### src/hw/rtl/nvr_pkg.sv
// shared constants and types of the nearest-neighbour volume resampler
package nvr_pkg;

    // sizing
    localparam int MAX_SRC_DIM = 64;
    localparam int MAX_DST_DIM = 256;
    localparam int SAMPLE_BITS = 32;

    // fixed field widths
    localparam int VOXEL_BITS = 32;
    localparam int OLD_CFG_W  = 7;
    localparam int NEW_CFG_W  = 9;
    localparam int CFG_DATA_W = 9;
    localparam int CFG_IDX_W  = 3;

    // derived widths
    localparam int SRC_IDX_W   = $clog2(MAX_SRC_DIM);
    localparam int ADDR_W      = 3 * SRC_IDX_W;
    localparam int STORE_DEPTH = MAX_SRC_DIM * MAX_SRC_DIM * MAX_SRC_DIM;
    localparam int TOT_W       = ADDR_W + 1;
    localparam int EOLD_W      = $clog2(MAX_SRC_DIM + 1);
    localparam int ENEW_W      = $clog2(MAX_DST_DIM + 1);
    localparam int DST_W       = $clog2(MAX_DST_DIM);
    localparam int NUM_W       = $clog2(2 * (MAX_DST_DIM - 1) * MAX_SRC_DIM + MAX_DST_DIM + 1);
    localparam int DEN_W       = $clog2(2 * MAX_DST_DIM + 1);
    localparam int CNT_W       = $clog2(NUM_W);

    // register indexes
    localparam logic [CFG_IDX_W-1:0] CFG_OLD_X = 3'd0;
    localparam logic [CFG_IDX_W-1:0] CFG_OLD_Y = 3'd1;
    localparam logic [CFG_IDX_W-1:0] CFG_OLD_Z = 3'd2;
    localparam logic [CFG_IDX_W-1:0] CFG_NEW_X = 3'd3;
    localparam logic [CFG_IDX_W-1:0] CFG_NEW_Y = 3'd4;
    localparam logic [CFG_IDX_W-1:0] CFG_NEW_Z = 3'd5;
    localparam logic [CFG_IDX_W-1:0] CFG_LABEL = 3'd6;

    // item kinds
    localparam logic OP_LOAD  = 1'b0;
    localparam logic OP_FETCH = 1'b1;

    // control of the index division lanes
    typedef struct packed {
        logic start;
        logic step;
    } t_div_ctrl;

endpackage

### src/hw/rtl/nvr_idx_div.sv
// one axis lane: bit-serial round(n*old/new) with clamp to old-1
module nvr_idx_div
    import nvr_pkg::*;
(
    input  logic                  i_clk,
    input  t_div_ctrl             i_ctrl,
    input  logic [DST_W-1:0]      i_coord,
    input  logic [EOLD_W-1:0]     i_old,
    input  logic [ENEW_W-1:0]     i_new,
    output logic [SRC_IDX_W-1:0]  o_idx
);

    logic [NUM_W-1:0]  r_num;
    logic [DEN_W-1:0]  r_rem;
    logic [DEN_W-1:0]  r_den;
    logic [EOLD_W-1:0] r_old;

    logic [NUM_W-1:0]  n_num_init;
    logic [DEN_W:0]    n_rem_sh;
    logic              n_qbit;
    logic [DEN_W:0]    n_rem_sub;

    // numerator 2*n*old + new, divisor 2*new
    assign n_num_init = NUM_W'({i_coord, 1'b0}) * NUM_W'(i_old) + NUM_W'(i_new);

    assign n_rem_sh  = {r_rem, r_num[NUM_W-1]};
    assign n_qbit    = (n_rem_sh >= {1'b0, r_den});
    assign n_rem_sub = n_rem_sh - {1'b0, r_den};

    always_ff @(posedge i_clk) begin
        if (i_ctrl.start) begin
            r_num <= n_num_init;
            r_rem <= '0;
            r_den <= DEN_W'({i_new, 1'b0});
            r_old <= i_old;
        end else if (i_ctrl.step) begin
            r_num <= {r_num[NUM_W-2:0], n_qbit};
            r_rem <= n_qbit ? n_rem_sub[DEN_W-1:0] : n_rem_sh[DEN_W-1:0];
        end
    end

    // quotient sits in r_num once all steps are done
    always_comb begin
        if (r_num >= NUM_W'(r_old)) begin
            o_idx = SRC_IDX_W'(r_old - EOLD_W'(1));
        end else begin
            o_idx = r_num[SRC_IDX_W-1:0];
        end
    end

endmodule

### config.mk
export PLATFORM = sky130hd
export DESIGN_NAME = nvr_idx_div
export DESIGN_NICKNAME = d
export VERILOG_FILES = /design/src/hw/rtl/nvr_pkg.sv /design/src/hw/rtl/nvr_idx_div.sv
export SDC_FILE = /design/constraint.sdc
export NUM_CORES = 1
export LEC_CHECK = 0
export ABC_AREA = 1
export BUFFER_PORTS_ARGS = -buffer_cell sky130_fd_sc_hd__buf_2
export CAP_MARGIN = 10
export CORE_UTILIZATION = 60
export DETAILED_ROUTE_END_ITERATION = 10
export PLACE_DENSITY = 0.79
export SYNTH_ARGS = -nofsm -noshare
export SYNTH_HDL_FRONTEND = slang
export SYNTH_SLANG_ARGS = --single-unit
### constraint.sdc
create_clock -name i_clk -period 12.3 [get_ports i_clk]
set_input_delay 1.23 -clock i_clk [delete_from_list [all_inputs] [get_ports i_clk]]
set_output_delay 1.23 -clock i_clk [all_outputs]
set_load 0.01 [all_outputs]
==> flow_summary_export.csv <==
group,metric,value,unit
sta,fin_setup_tns,0,ns
final_layout,antenna_cells,0,
setup_path,cp_slowest_stage_delay,0.56,ns
setup_path,r2r-start,"r_den[1]",
logic_synthesis,netlist.area_leader.share,19.3,%
power_and_ir_drop,leakage,2.99,nW
clocking,cts_setup_buffers,0,
final_layout,multiInputGateArea,3210,µm²
clocking,ctsHoldBuffers,0,
setup_path,cp-start-kind,"primary input",
routing,first_pass_iters,6,
sta,finalCritPeriodShare,46.8,%
logic_synthesis,yosys_warnings,0,
routing,wl_per_cell,13.6,µm
final_layout,area_delta_synth_final,6.46,%
clocking,clock-root-buffer,"clkbuf_8",
placement,dp_hpwl,8.77,mm
logic_synthesis,yosys.area.top_type,"edfxtp_1",
final_layout,drive_gt1_share,11.1,%
routing,vias_per_cell,5.30,
run,drv_cap,0,
clocking,clk_latency,0.29,ns
placement,port_buffers,32,
sta,max-slew-margin-rel,47.5,%
power_and_ir_drop,finalPower,0.892,mW
clocking,cts.sinks,42,
floorplanning,dieArea,8660,µm²
routing,drc,0,
sta,fin_skew,0.00354,ns
hold_path,hold-path-endpoint,"r_rem[4]",
sta,timing.fmax,174,MHz
hold_path,min_path_cells,2,
logic_synthesis,synth_cells,659,
global_route,grt_pass1_vias,4106,
logic_synthesis,synth-edff-count,32,
routing,wl,10.8,mm
logic_synthesis,syn_nets,775,
global_route,gr-total-overflow,0,
logic_synthesis,synth_cell_type_count,42,
final_layout,final_cell_area,5300,µm²
logic_synthesis,synth-async-reset-ratio,0,%
routing,ant_nets,0,
hold_path,hp-class,"reg2reg",
final_layout,post-route-util,67.2,%
setup_path,critPathCaptureType,"flip-flop",
floorplanning,io_pins,33,
logic_synthesis,yosysMostFrequentCell,"nand2_1",
clocking,clkTransAtPathRegs,0.09,ns
final_layout,regArea,1160,µm²
clocking,cts_tree,"done",
setup_path,path_common_cell,"nand2_1",
power_and_ir_drop,max-vdd-ir-drop,143,µV
routing,vias,4180,
final_layout,fillers,667,
logic_synthesis,netlist_top_cells_count,"187 x nand2_1, 134 x inv_1, 58 x ha_1, 35 x nand3_1, 32 x edfxtp_1",
sta,rsz0062_at_grt,"false",
clocking,cts_buffers,5,
global_route,grt_max_degree,35,
sta,hold_viol_final,0,
floorplanning,coreArea,7890,µm²
placement,gp_congestion,0.894,
floorplanning,die_w,93.1,µm
setup_path,regToRegEndpoint,"r_rem[1]",
logic_synthesis,ys_ff_latch,42,
setup_path,arrival,5.81,ns
setup_path,critPathSlowestCell,"fa_1",
setup_path,rrSetupSlack,10.05,ns
setup_path,critPathTopFamily,"adder cells",
setup_path,path_buf_inv,5,
setup_path,path_class,"in2reg",
floorplanning,rows,32,
power_and_ir_drop,power_density,168,nW/µm²
setup_path,crit_chain,"buf_2 -> nand2_1 -> fa_1 -> fa_1 -> inv_1 -> fa_1 -> inv_1 -> fa_1 -> inv_1 -> ha_1 -> nand2_2 -> inv_1 -> a21oi_1 -> xnor2_1 -> ha_1 -> nand2_1 -> o21a_1 -> nand2_1 -> nand3_4 -> nor2_4 -> nand2_1 -> nand3_1 -> nand2_1",
global_route,grt_usage,26.9,%
setup_path,reg2regPathDepth,10,
clocking,htreeDepth,2,
logic_synthesis,synthFlopType,"edfxtp_1",
sta,tightest_slew,0.780,ns
final_layout,nets,802,
floorplanning,start_util,63.1,%
sta,period_minus_slack,5.75,ns
logic_synthesis,netlist_top_cells_area,"edfxtp_1 19%, ha_1 15%, nand2_1 14%",
global_route,antenna_found_initial,0,
logic_synthesis,mappedNetlistArea,4980,µm²
logic_synthesis,synth-seq-area-share,23.3,%
logic_synthesis,syn_area_per_cell,7.55,µm²
placement,dpl_cell_area,5190,µm²
sta,finalMaxSlewViolations,0,
hold_path,hp-start,"r_rem[4]",
routing,drtIter0Drc,184,
setup_path,required,12.35,ns
setup_path,cp_max_fo,9,
status,status,"finished, final reports clean",
global_route,grt_pass1_wl,18.5,mm
sta,setup_violations,0,
clocking,cts_resized,0,
floorplanning,die_h,93.1,µm
clocking,clockBufferDepth,2,
[cell usage in the layout, fill, tap and decap left out, types with 8 or more instances in the layout]
cell type and n:
a21oi_1 24, edfxtp_1 32, nand3_1 35, nand2_2 11, buf_2 32, dfxtp_1 10, inv_1 134, xor2_1 11
nand2_1 187, nor2_1 25, ha_1 58, fa_1 31, nand4_1 8, o21ai_0 9
[cell families (layout without fill, tap and decap cells)]
group	Yosys count	count (layout)	share of synthesized area, %
and+or+nand+nor	296	296	27.0
buffers and inverters	152	180	12.1
adders and majority gates	89	89	27.1
AOI/OAI and AO/OA	62	62	7.37
DFF	42	42	23.3
xor gates and xnor gates	18	18	3.17
[stage by stage]
stage	std cells	worst slack, ns	hold WS (ns)
floorplan	659	6.45	0.435
global placement	781	6.32	0.448
detailed placement	781	6.22	0.464
CTS	789	6.52	0.477
global route	789	6.26	0.503
finish	789	6.55	0.477
[worst register-to-register path, cell delays in order, from the launching register on]
cell and delay [ns]:
edfxtp_1 0.39, ha_1 0.23, fa_1 0.42, o21ai_2 0.20, a21boi_1 0.14, o21ai_2 0.18, nand2_2 0.20, nand2_4 0.17
nand2_1 0.06, nand3_1 0.06, o21ai_1 0.07
[final cells by class]
type	instances	share of cell area, %
clock buffers	6	1.37
multi-input cells	465	60.7
repair buffers	32	3.02
flip-flops and latches	42	21.9
well taps	102	2.41
clock inverters	2	0.709
inverters	140	9.92
[state kept, by name, indices dropped and copies added (netlist names)]
signal / cells
r_old: 7
r_rem: 10
r_den: 9
r_num: 16
[where the power goes]
group / total, mW / leakage [nW] / switching (mW) / internal (mW)
Sequential: 0.205 / 0.404 / 0.0155 / 0.189
Combinational: 0.576 / 2.54 / 0.361 / 0.215
Clock: 0.111 / 0.0514 / 0.0504 / 0.0606
[routing by layer]
metal,global-route usage (%),vias to the layer above,part of all wire [%]
met5,0,-,0
met4,6.79,0,1.8
met3,2.60,20,4.1
met2,46.9,109,49
met1,35.9,1927,45
li1,-,2124,-
[worst max path at each step]
stage             start        end  slack, ns  depth (start not counted)
3_3_place_gp   i_old[6]  r_num[15]       6.32                         23
6_report       i_old[6]  r_num[13]       6.55                         23
2_1_floorplan  i_old[6]  r_num[15]       6.45                         23
5_1_grt        i_old[6]  r_num[13]       6.26                         23
4_1_cts        i_old[6]  r_num[13]       6.52                         23
3_5_place_dp   i_old[6]  r_num[13]       6.22                         23
Power figures use the tool's default switching activity.
